$ cat config.mk
export PLATFORM = sky130hd
export DESIGN_NAME = elapsed_tick_profiler
export DESIGN_NICKNAME = d
export VERILOG_FILES = /design/src/sv/etp_pkg.sv /design/src/sv/etp_elapsed.sv /design/src/sv/etp_divider.sv /design/src/sv/elapsed_tick_profiler.sv
export SDC_FILE = /design/constraint.sdc
export NUM_CORES = 2
export LEC_CHECK = 0
export CAP_MARGIN = 30
export CORE_MARGIN = 2
export CORE_UTILIZATION = 35
export DETAILED_ROUTE_END_ITERATION = 12
export DONT_BUFFER_PORTS = 1
export SETUP_SLACK_MARGIN = 0.1
export SLEW_MARGIN = 10
export SYNTH_ARGS = -nofsm -noshare
export SYNTH_HDL_FRONTEND = slang
export SYNTH_HIERARCHICAL = 1
export SYNTH_SLANG_ARGS = --single-unit
$ cat constraint.sdc
create_clock -name clock -period 23.2 [get_ports clock]
set_input_delay 2.32 -clock clock [delete_from_list [all_inputs] [get_ports clock]]
set_output_delay 2.32 -clock clock [all_outputs]
set_load 0.03 [all_outputs]
$ cat src/sv/etp_pkg.sv
`default_nettype none
package etp_pkg;

   localparam int TickWidth    = 32;
   localparam int CountWidth   = 16;
   localparam int WrapWidth    = 17;
   localparam int CsrAddrWidth = 3;
   localparam int CsrDataWidth = 32;
   localparam int DivSteps     = TickWidth;
   localparam int DivCntWidth  = $clog2(DivSteps + 1);

   localparam logic [1:0] CMD_CLEAR  = 2'd0;
   localparam logic [1:0] CMD_START  = 2'd1;
   localparam logic [1:0] CMD_STOP   = 2'd2;
   localparam logic [1:0] CMD_SAMPLE = 2'd3;

   // register index sits on the word-select bit of paddr
   localparam logic REG_TICKS_PER_WRAP = 1'b0;

   localparam logic [WrapWidth-1:0] TicksPerWrapReset = 17'h10000;

   typedef struct packed {
      logic [1:0]            command;
      logic [CountWidth-1:0] counter_value;
      logic [TickWidth-1:0]  epoch_count;
   } req_payload_type;

   typedef struct packed {
      logic [TickWidth-1:0]  current_ticks;
      logic [TickWidth-1:0]  average_ticks;
      logic [CountWidth-1:0] run_count;
      logic                  running;
   } rsp_payload_type;

   typedef struct packed {
      logic busy;
      logic done;
   } div_status_type;

endpackage
`default_nettype wire

$ cat src/sv/etp_elapsed.sv
`default_nettype none
module etp_elapsed import etp_pkg::*; (
   input  wire logic                  clock,
   input  wire logic                  load,
   input  wire logic [WrapWidth-1:0]  ticks_per_wrap,
   input  wire logic [TickWidth-1:0]  start_epoch,
   input  wire logic [CountWidth-1:0] start_count,
   input  wire logic [CountWidth-1:0] counter_value,
   input  wire logic [TickWidth-1:0]  epoch_count,
   output logic      [TickWidth-1:0]  elapsed
);

   logic [TickWidth-1:0]           wraps;
   logic [TickWidth-1:0]           wraps_m1;
   logic [TickWidth+WrapWidth-1:0] prod_full;
   logic [TickWidth-1:0]           first;
   logic [TickWidth-1:0]           prod_in, prod_ff;
   logic [TickWidth-1:0]           partial_in, partial_ff;
   logic [TickWidth-1:0]           diff_in, diff_ff;
   logic                           several_in, several_ff;
   logic                           one_in, one_ff;

   always_comb begin
      wraps      = epoch_count - start_epoch;
      wraps_m1   = wraps - 32'd1;
      prod_full  = {{WrapWidth{1'b0}}, wraps_m1} * {{TickWidth{1'b0}}, ticks_per_wrap};
      prod_in    = prod_full[TickWidth-1:0];
      first      = {{(TickWidth-WrapWidth){1'b0}}, ticks_per_wrap}
                   - {{(TickWidth-CountWidth){1'b0}}, start_count};
      partial_in = first + {{(TickWidth-CountWidth){1'b0}}, counter_value};
      diff_in    = {{(TickWidth-CountWidth){1'b0}}, counter_value}
                   - {{(TickWidth-CountWidth){1'b0}}, start_count};
      several_in = wraps > 32'd1;
      one_in     = (wraps != '0) || (counter_value < start_count);
   end

   always_ff @(posedge clock) begin
      if (load) begin
         prod_ff    <= prod_in;
         partial_ff <= partial_in;
         diff_ff    <= diff_in;
         several_ff <= several_in;
         one_ff     <= one_in;
      end
   end

   always_comb begin
      if (several_ff) begin
         elapsed = prod_ff + partial_ff;
      end else if (one_ff) begin
         elapsed = partial_ff;
      end else begin
         elapsed = diff_ff;
      end
   end

endmodule
`default_nettype wire

$ cat src/sv/etp_divider.sv
`default_nettype none
module etp_divider import etp_pkg::*; (
   input  wire logic                  clock,
   input  wire logic                  reset,
   input  wire logic                  start,
   input  wire logic [TickWidth-1:0]  dividend,
   input  wire logic [CountWidth-1:0] divisor,
   output logic      [TickWidth-1:0]  quotient,
   output div_status_type             status
);

   logic [CountWidth-1:0]  rem_in, rem_ff;
   logic [TickWidth-1:0]   quo_in, quo_ff;
   logic [CountWidth-1:0]  dsr_in, dsr_ff;
   logic [DivCntWidth-1:0] cnt_in, cnt_ff;
   logic                   busy_in, busy_ff;
   logic                   done_in, done_ff;
   logic [CountWidth:0]    shifted;
   logic [CountWidth+1:0]  trial;

   always_comb begin
      shifted = {rem_ff, quo_ff[TickWidth-1]};
      trial   = {1'b0, shifted} - {2'b00, dsr_ff};
      rem_in  = rem_ff;
      quo_in  = quo_ff;
      dsr_in  = dsr_ff;
      cnt_in  = cnt_ff;
      busy_in = busy_ff;
      done_in = 1'b0;
      if (start) begin
         rem_in  = '0;
         quo_in  = dividend;
         dsr_in  = divisor;
         cnt_in  = DivCntWidth'(DivSteps);
         busy_in = 1'b1;
      end else if (busy_ff) begin
         // restoring step: keep the trial difference when it did not borrow
         if (!trial[CountWidth+1]) begin
            rem_in = trial[CountWidth-1:0];
         end else begin
            rem_in = shifted[CountWidth-1:0];
         end
         quo_in = {quo_ff[TickWidth-2:0], ~trial[CountWidth+1]};
         cnt_in = cnt_ff - 1'b1;
         if (cnt_ff == DivCntWidth'(1)) begin
            busy_in = 1'b0;
            done_in = 1'b1;
         end
      end
   end

   always_ff @(posedge clock) begin
      if (reset) begin
         busy_ff <= 1'b0;
         done_ff <= 1'b0;
         cnt_ff  <= '0;
      end else begin
         busy_ff <= busy_in;
         done_ff <= done_in;
         cnt_ff  <= cnt_in;
      end
   end

   always_ff @(posedge clock) begin
      rem_ff <= rem_in;
      quo_ff <= quo_in;
      dsr_ff <= dsr_in;
   end

   assign quotient    = quo_ff;
   assign status.busy = busy_ff;
   assign status.done = done_ff;

endmodule
`default_nettype wire

$ cat src/sv/elapsed_tick_profiler.sv
// Profiling stopwatch over a free-running 16-bit counter and its 32-bit overflow epoch.
// Each request beat (clear, start, stop or sample) yields one response beat carrying the
// current elapsed ticks (or the last run when idle), the average run length, the run count
// and the running flag. An item passes from acceptance to a loaded response through these steps:
// a multiply step for the wrap product, an update step, a divider launch, 32 steps
// of the bit-serial divider that forms total / run count, a step to see the divider
// finish, and the load of the response register. The block accepts one item at a time,
// so a new request beat is taken only after the previous item has loaded its response.
// A response waiting in the output register does not stop the next item being taken;
// that item then waits in its load step until the output register is free.
`default_nettype none
module elapsed_tick_profiler import etp_pkg::*; (
   input  wire logic                    clock,
   input  wire logic                    reset,
   input  wire logic                    req_valid,
   output logic                         req_ready,
   input  wire req_payload_type         req_payload,
   output logic                         rsp_valid,
   input  wire logic                    rsp_ready,
   output rsp_payload_type              rsp_payload,
   input  wire logic                    csr_psel,
   input  wire logic                    csr_penable,
   input  wire logic                    csr_pwrite,
   input  wire logic [CsrAddrWidth-1:0] csr_paddr,
   input  wire logic [CsrDataWidth-1:0] csr_pwdata,
   output logic      [CsrDataWidth-1:0] csr_prdata,
   output logic                         csr_pready
);

   typedef enum logic [5:0] {
      ST_IDLE   = 6'b000001,
      ST_MUL    = 6'b000010,
      ST_UPDATE = 6'b000100,
      ST_DIVGO  = 6'b001000,
      ST_DIV    = 6'b010000,
      ST_DONE   = 6'b100000
   } state_type;

   state_type             state_in, state_ff;
   logic [WrapWidth-1:0]  tpw_in, tpw_ff;
   logic [TickWidth-1:0]  total_in, total_ff;
   logic [TickWidth-1:0]  last_in, last_ff;
   logic [CountWidth-1:0] runs_in, runs_ff;
   logic                  running_in, running_ff;
   logic [TickWidth-1:0]  start_epoch_in, start_epoch_ff;
   logic [CountWidth-1:0] start_count_in, start_count_ff;
   logic                  stop_in, stop_ff;
   logic [CountWidth-1:0] now_in, now_ff;
   logic [TickWidth-1:0]  epoch_in, epoch_ff;
   logic [TickWidth-1:0]  cur_in, cur_ff;
   logic                  rsp_valid_in, rsp_valid_ff;
   rsp_payload_type       rsp_in, rsp_ff;
   logic                  req_fire;
   logic                  csr_write;
   logic [TickWidth-1:0]  elapsed;
   logic [TickWidth-1:0]  quotient;
   div_status_type        div_status;

   etp_elapsed u_elapsed (
      .clock         (clock),
      .load          (state_ff == ST_MUL),
      .ticks_per_wrap(tpw_ff),
      .start_epoch   (start_epoch_ff),
      .start_count   (start_count_ff),
      .counter_value (now_ff),
      .epoch_count   (epoch_ff),
      .elapsed       (elapsed)
   );

   etp_divider u_divider (
      .clock   (clock),
      .reset   (reset),
      .start   (state_ff == ST_DIVGO),
      .dividend(total_ff),
      .divisor (runs_ff),
      .quotient(quotient),
      .status  (div_status)
   );

   assign req_ready  = (state_ff == ST_IDLE);
   assign req_fire   = req_valid && req_ready;
   assign csr_write  = csr_psel && csr_penable && csr_pwrite;
   assign csr_pready = 1'b1;
   assign csr_prdata = (csr_paddr[2] == REG_TICKS_PER_WRAP)
                       ? {{(CsrDataWidth-WrapWidth){1'b0}}, tpw_ff} : '0;

   always_comb begin
      state_in       = state_ff;
      tpw_in         = tpw_ff;
      total_in       = total_ff;
      last_in        = last_ff;
      runs_in        = runs_ff;
      running_in     = running_ff;
      start_epoch_in = start_epoch_ff;
      start_count_in = start_count_ff;
      stop_in        = stop_ff;
      now_in         = now_ff;
      epoch_in       = epoch_ff;
      cur_in         = cur_ff;
      rsp_in         = rsp_ff;
      rsp_valid_in   = rsp_valid_ff;

      if (rsp_valid_ff && rsp_ready) begin
         rsp_valid_in = 1'b0;
      end

      if (csr_write && csr_paddr[2] == REG_TICKS_PER_WRAP) begin
         tpw_in = csr_pwdata[WrapWidth-1:0];
      end

      case (state_ff)
         ST_IDLE: begin
            if (req_fire) begin
               now_in   = req_payload.counter_value;
               epoch_in = req_payload.epoch_count;
               stop_in  = 1'b0;
               case (req_payload.command)
                  CMD_CLEAR: begin
                     total_in   = '0;
                     last_in    = '0;
                     runs_in    = '0;
                     running_in = 1'b0;
                  end
                  CMD_START: begin
                     if (!running_ff) begin
                        last_in        = '0;
                        start_epoch_in = req_payload.epoch_count;
                        start_count_in = req_payload.counter_value;
                        running_in     = 1'b1;
                     end
                  end
                  CMD_STOP: begin
                     stop_in = running_ff;
                  end
                  default: begin
                  end
               endcase
               state_in = ST_MUL;
            end
         end
         ST_MUL: begin
            state_in = ST_UPDATE;
         end
         ST_UPDATE: begin
            if (stop_ff) begin
               last_in    = elapsed;
               total_in   = total_ff + elapsed;
               runs_in    = runs_ff + 1'b1;
               running_in = 1'b0;
            end
            cur_in   = (stop_ff || running_ff) ? elapsed : last_ff;
            state_in = ST_DIVGO;
         end
         ST_DIVGO: begin
            state_in = ST_DIV;
         end
         ST_DIV: begin
            if (div_status.done) begin
               state_in = ST_DONE;
            end
         end
         ST_DONE: begin
            // hold until the output register is free
            if (!rsp_valid_ff || rsp_ready) begin
               rsp_in.current_ticks = cur_ff;
               rsp_in.average_ticks = (runs_ff != '0) ? quotient : '0;
               rsp_in.run_count     = runs_ff;
               rsp_in.running       = running_ff;
               rsp_valid_in         = 1'b1;
               state_in             = ST_IDLE;
            end
         end
         default: begin
            state_in = ST_IDLE;
         end
      endcase
   end

   always_ff @(posedge clock) begin
      if (reset) begin
         state_ff       <= ST_IDLE;
         tpw_ff         <= TicksPerWrapReset;
         total_ff       <= '0;
         last_ff        <= '0;
         runs_ff        <= '0;
         running_ff     <= 1'b0;
         start_epoch_ff <= '0;
         start_count_ff <= '0;
         stop_ff        <= 1'b0;
         rsp_valid_ff   <= 1'b0;
      end else begin
         state_ff       <= state_in;
         tpw_ff         <= tpw_in;
         total_ff       <= total_in;
         last_ff        <= last_in;
         runs_ff        <= runs_in;
         running_ff     <= running_in;
         start_epoch_ff <= start_epoch_in;
         start_count_ff <= start_count_in;
         stop_ff        <= stop_in;
         rsp_valid_ff   <= rsp_valid_in;
      end
   end

   always_ff @(posedge clock) begin
      now_ff   <= now_in;
      epoch_ff <= epoch_in;
      cur_ff   <= cur_in;
      rsp_ff   <= rsp_in;
   end

   assign rsp_valid   = rsp_valid_ff;
   assign rsp_payload = rsp_ff;

endmodule
`default_nettype wire

## After elaboration in Yosys (flattened, before gate mapping)

Cells that the tools add are included.

- $add $sub $neg: 10
- Multiply operators: 1
- Order comparisons: 2
- Equality and inequality tests: 16
- Mux-type cells: 38
- Bitwise logic cells: 4
- Reduce and logical (&&, ||, !) cells: 23

Operator list:

| cell | number |
|---|---|
| $mux W32 | 11 |
| $pmux W32 S2 | 3 |
| $add A32 B32 Y32 | 2 |
| $mux W16 | 4 |
| $pmux W6 S6 | 1 |
| $sub A17 B16 Y18 | 2 |
| $add A32 B16 Y32 | 1 |
| $gt A32 B1 Y1 const B | 1 |
| $mul A32 B17 Y32 | 1 |
| $pmux W16 S2 | 1 |
| $reduce_bool A32 Y1 | 1 |
| $sub A32 B1 Y32 const B | 1 |
| $sub A32 B32 Y32 | 1 |
| $mux W6 | 5 |
| $mux W17 | 1 |
| $sub A16 B16 Y17 | 1 |
| $add A16 B1 Y16 const B | 1 |
| $lt A16 B16 Y1 | 1 |
| $reduce_bool A16 Y1 | 1 |
| $eq A6 B1 Y1 const B | 2 |
| $reduce_and A4 Y1 | 3 |
| $mux W1 | 10 |
| $eq A6 B2 Y1 const B | 1 |
| $eq A6 B3 Y1 const B | 1 |
| other kinds (22) | 37 |

- Bits in registers: 485
- Bits of input ports: 92
- Output and inout port bits: 116
- Logic and storage cells: 123

## Depth between registers and ports, before layout

- Depth in word-level cells: 5
- Depth in mapped cells: 38
- Depth with buffers taken out: 37

## Hierarchy

The synthesis kept the hierarchy.

By module, submodules not included:

| module | instances | cells an instance | area an instance (µm²) | sequential area each (µm²) |
|---|---|---|---|---|
| etp_elapsed | 1 | 2372 | 20251.9 | 2102.0 |
| elapsed_tick_profiler | 1 | 1177 | 12858.6 | 7917.6 |
| etp_divider | 1 | 342 | 3837.4 | 1921.8 |

## Worst setup path after synthesis

No wires, ideal clock.

- Kind: flip-flop to flip-flop
- Start: reg epoch_ff[0]
- End: reg u_elapsed.prod_ff[31] (data pin)
- Library setup time: 0.259 ns
- Arrival time: 8.804 ns
- Data required time: 22.941 ns
- Setup slack: 14.137 ns
- Stages on the path, launching flop included: 39
- Buffers on the path: 1
- Clock period less this slack: 9.063 ns
- Cells stage by stage: edfxtp_1 -> inv_1 -> ha_1 -> inv_1 -> fa_1 -> a21o_1 -> a221oi_4 -> xor2_1 -> and4_1 -> or3b_1 -> nor2_1 -> nand2_1 -> xnor2_1 -> clkbuf_1 -> nand2_1 -> fa_1 -> inv_1 -> fa_1 -> [... 3 more ...] -> fa_1 -> inv_1 -> fa_1 -> inv_1 -> fa_1 -> ha_1 -> or2_2 -> or4_1 -> nand2_1 -> o211a_1 -> o31ai_1 -> a21oi_1 -> nor2b_1 -> o21a_1 -> o21ai_0 -> a31o_2 -> o21ai_0 -> xnor2_1

- Word-level cells in the longest chain between the ends: 3

RTL lines:

| what | line | source |
|---|---|---|
| from (decl) | elapsed_tick_profiler.sv:49 | `logic [TickWidth-1:0] epoch_in, epoch_ff;` |
| from (signal assigned) | elapsed_tick_profiler.sv:207 | `epoch_ff <= epoch_in;` |
| $sub A32 B32 Y32 | etp_elapsed.sv:24 | `wraps = epoch_count - start_epoch;` |
| $sub A32 B1 Y32 | etp_elapsed.sv:25 | `wraps_m1 = wraps - 32'd1;` |
| $mul A32 B17 Y32 | etp_elapsed.sv:26 | `prod_full = {{WrapWidth{1'b0}}, wraps_m1} * {{TickWidth{1'b0}}, ticks_per_wrap};` |
| net u_elapsed.prod_full[31] | etp_elapsed.sv:15 | `logic [TickWidth+WrapWidth-1:0] prod_full;` |
| to (signal assigned) | etp_elapsed.sv:39 | `prod_ff <= prod_in;` |
| to (decl) | etp_elapsed.sv:17 | `logic [TickWidth-1:0] prod_in, prod_ff;` |

The timed path passes the listed nets, and every way through them passes these cells.
A chain may end at the register's enable or synchronous reset.

## Worst setup path in the final report

- Start: reg epoch_ff[0]
- End: reg u_elapsed.prod_ff[30] (data pin)

The elaborated chain is that of the path after synthesis.

==> impl_metrics.py <==
metrics = {
    "hold_path": {
        "min_from": "cur_ff[13]",
        "hp-class": "reg2reg",
        "whs_endpoint": "rsp_payload[62]",
        "holdPathStages": 0,
    },
    "sta": {
        "setup_viol": 0,
        "tns_ns": 0,
        "period_share_pct": 42.9,
        "slew_headroom_pct": 33.3,
        "fin_crit_ns": 9.95,
        "grt_setup_unrepaired": "no",
        "maxSlewViolCount": 0,
        "hold_viol_final": 0,
        "clock_skew_ns": 0.0222,
        "fin_ws_ns": 13.25,
        "max_freq_mhz": 101,
        "worstMarginPinSlew_ns": 0.988,
    },
    "critical_path": {
        "worstPathRequired_ns": 23.56,
        "max_stage_delay_ns": 0.81,
        "worst-path-buf-inv": 7,
        "cp_max_fo": 17,
        "reg2regPathDepth": 35,
        "cp.arrival_ns": 10.30,
        "crit_path_frequent_cell": "fa_1",
        "cp-start-kind": "flip-flop",
        "crit_type": "reg2reg",
        "path_delay_family": "adder cells",
        "rr_startpoint": "epoch_ff[0]",
        "worst_path_max_delay_cell": "o41ai_1",
        "r2r-end": "u_elapsed/prod_ff[30]",
        "crit_path_end_kind": "flip-flop",
        "r2r_slack_ns": 13.25,
    },
    "routing": {
        "wirelength_um": 90600,
        "drt_iter0_markers": 1441,
        "dr.pass1.iters": 5,
        "ant_nets": 0,
        "route.detailed.drc": 0,
        "num_vias": 26200,
        "drt-vias-per-instance": 4.96,
        "routedWlPerCell_um": 17.1,
    },
    "clock_tree": {
        "clk_latency_ns": 0.62,
        "cts_tree": "yes",
        "clk_path_buf_depth": 3,
        "cts-buffers-inserted": 49,
        "cts.repair.resized": 0,
        "postCtsSetupBuffers": 0,
        "holdBufCountCts": 0,
        "cts_root_buf": "clkbuf_16",
        "h-tree-depth": 2,
        "cts_sinks": 457,
        "clk_pin_slew_ns": 0.06,
    },
    "floorplan": {
        "die-area_um2": 108000,
        "coreArea_um2": 105000,
        "die_w_um": 329,
        "die-height_um": 329,
        "io_pins": 208,
        "fp-row-count": 119,
        "initial_core_util_pct": 35.2,
    },
    "layout": {
        "nets": 4502,
        "area_growth_pct": 8.96,
        "diodes": 0,
        "final_cell_mix": "548 x inv_1, 516 x nand2_1, 326 x fa_1",
        "stdcell_area_um2": 40300,
        "drive_gt1_share_pct": 6.83,
        "nFillCells": 10500,
        "mostFrequentLayoutCell": "inv_1",
        "final_cells": 5286,
    },
    "yosys": {
        "syn_area_per_cell_um2": 9.50,
        "synth_area_um2": 36900,
        "ys_warn_count": 6,
        "syn-instance-count": 3890,
    },
    "placed_design": {
        "dp_cells": 5191,
        "pre_cts_ws_ns": 13.22,
        "io_buffers": 0,
        "place_congestion": 0.881,
        "dp_hpwl_um": 68400,
        "post_dp_cell_area_um2": 38600,
    },
    "power": {
        "irDropWorstVdd_mv": 0.0725,
        "p_leak_nw": 16.5,
        "power_density_nw_per_um2": 83.1,
    },
    "global_routing": {
        "grt_max_degree": 128,
        "first_global_vias": 26600,
        "grt_overflow": 0,
        "grt_use_total_pct": 16.9,
        "grt_pass1_wl_um": 145000,
        "antenna_found_initial": 7,
    },
    "status": {
        "outcome": "finished, final reports clean",
    },
    "flow_run": {
        "cap_violations": 0,
    },
}
-- cell type report --
| type | instances | area [um2] | share of cell area (%) |
|---|---|---|---|
| inverter | 549 | 2060 | 5.12 |
| timing repair buffer | 62 | 518 | 1.29 |
| sequential | 457 | 11900 | 29.7 |
| clock buffer | 65 | 1370 | 3.40 |
| clock inverter | 27 | 265 | 0.659 |
| tap | 1391 | 1740 | 4.32 |
| multi-input combinational | 2735 | 22400 | 55.5 |
-- through the flow --
stage                     utilization, %  hold WS, ns  power (mW)
after detailed placement            36.8        0.405        2.56
after floorplan                        -        0.400        2.12
after CTS                           38.3        0.421        3.37
after global routing                38.3        0.426        3.58
after global placement              36.7        0.403        2.54
final                               38.3        0.420        3.34
-- per-layer routing --
layer  track usage [%]  wire (um)  up-vias
li1                  -          -    12700
met4              4.00       2000       12
met5                 0         82        -
met3              3.18       5180      133
met1              22.1      40800    12800
met2              28.6      42500      569
-- state kept, by name (all words and copies together), names as in the netlist, 6 cells and up --
register / flops
rsp_payload: 81
cur_ff: 32
epoch_ff: 32
last_ff: 32
start_epoch_ff: 32
total_ff: 32
u_divider/quotient: 32
u_elapsed/prod_ff: 32
u_elapsed/partial_ff: 19
tpw_ff: 17
u_elapsed/diff_ff: 17
now_ff: 16
runs_ff: 16
start_count_ff: 16
u_divider/dsr_ff: 16
u_divider/rem_ff: 16
state_ff: 6
u_divider/cnt_ff: 6
-- worst reg2reg max path, delay by kind of cell, from the launching register on --
kind | cells | cell delay (ns)
flops | 1 | 0.36
fa+ha+maj | 9 | 3.88
compound gates | 10 | 2.92
buf+inv | 7 | 0.55
xor+xnor | 3 | 0.44
simple gates | 6 | 1.56
-- power by group --
group / switching [mW] / leakage (nW) / internal, mW
Combinational: 0.978 / 11.6 / 0.579
Clock: 0.341 / 0.774 / 0.444
Sequential: 0.0397 / 4.10 / 0.962
Total: 1.36 / 16.5 / 1.99
-- worst max path at each step --
| stage | slack, ns | from | cells past startpoint | end |
|---|---|---|---|---|
| 2_1_floorplan | 14.14 | epoch_ff[0] | 38 | u_elapsed/prod_ff[31] |
| 3_3_place_gp | 13.26 | epoch_ff[0] | 33 | u_elapsed/prod_ff[30] |
| 3_5_place_dp | 13.22 | epoch_ff[0] | 33 | u_elapsed/prod_ff[30] |
| 4_1_cts | 13.17 | epoch_ff[0] | 33 | u_elapsed/prod_ff[30] |
| 5_1_grt | 12.67 | epoch_ff[0] | 35 | u_elapsed/prod_ff[30] |
| 6_report | 13.25 | epoch_ff[0] | 35 | u_elapsed/prod_ff[30] |
Power figures use the tool's default switching activity.
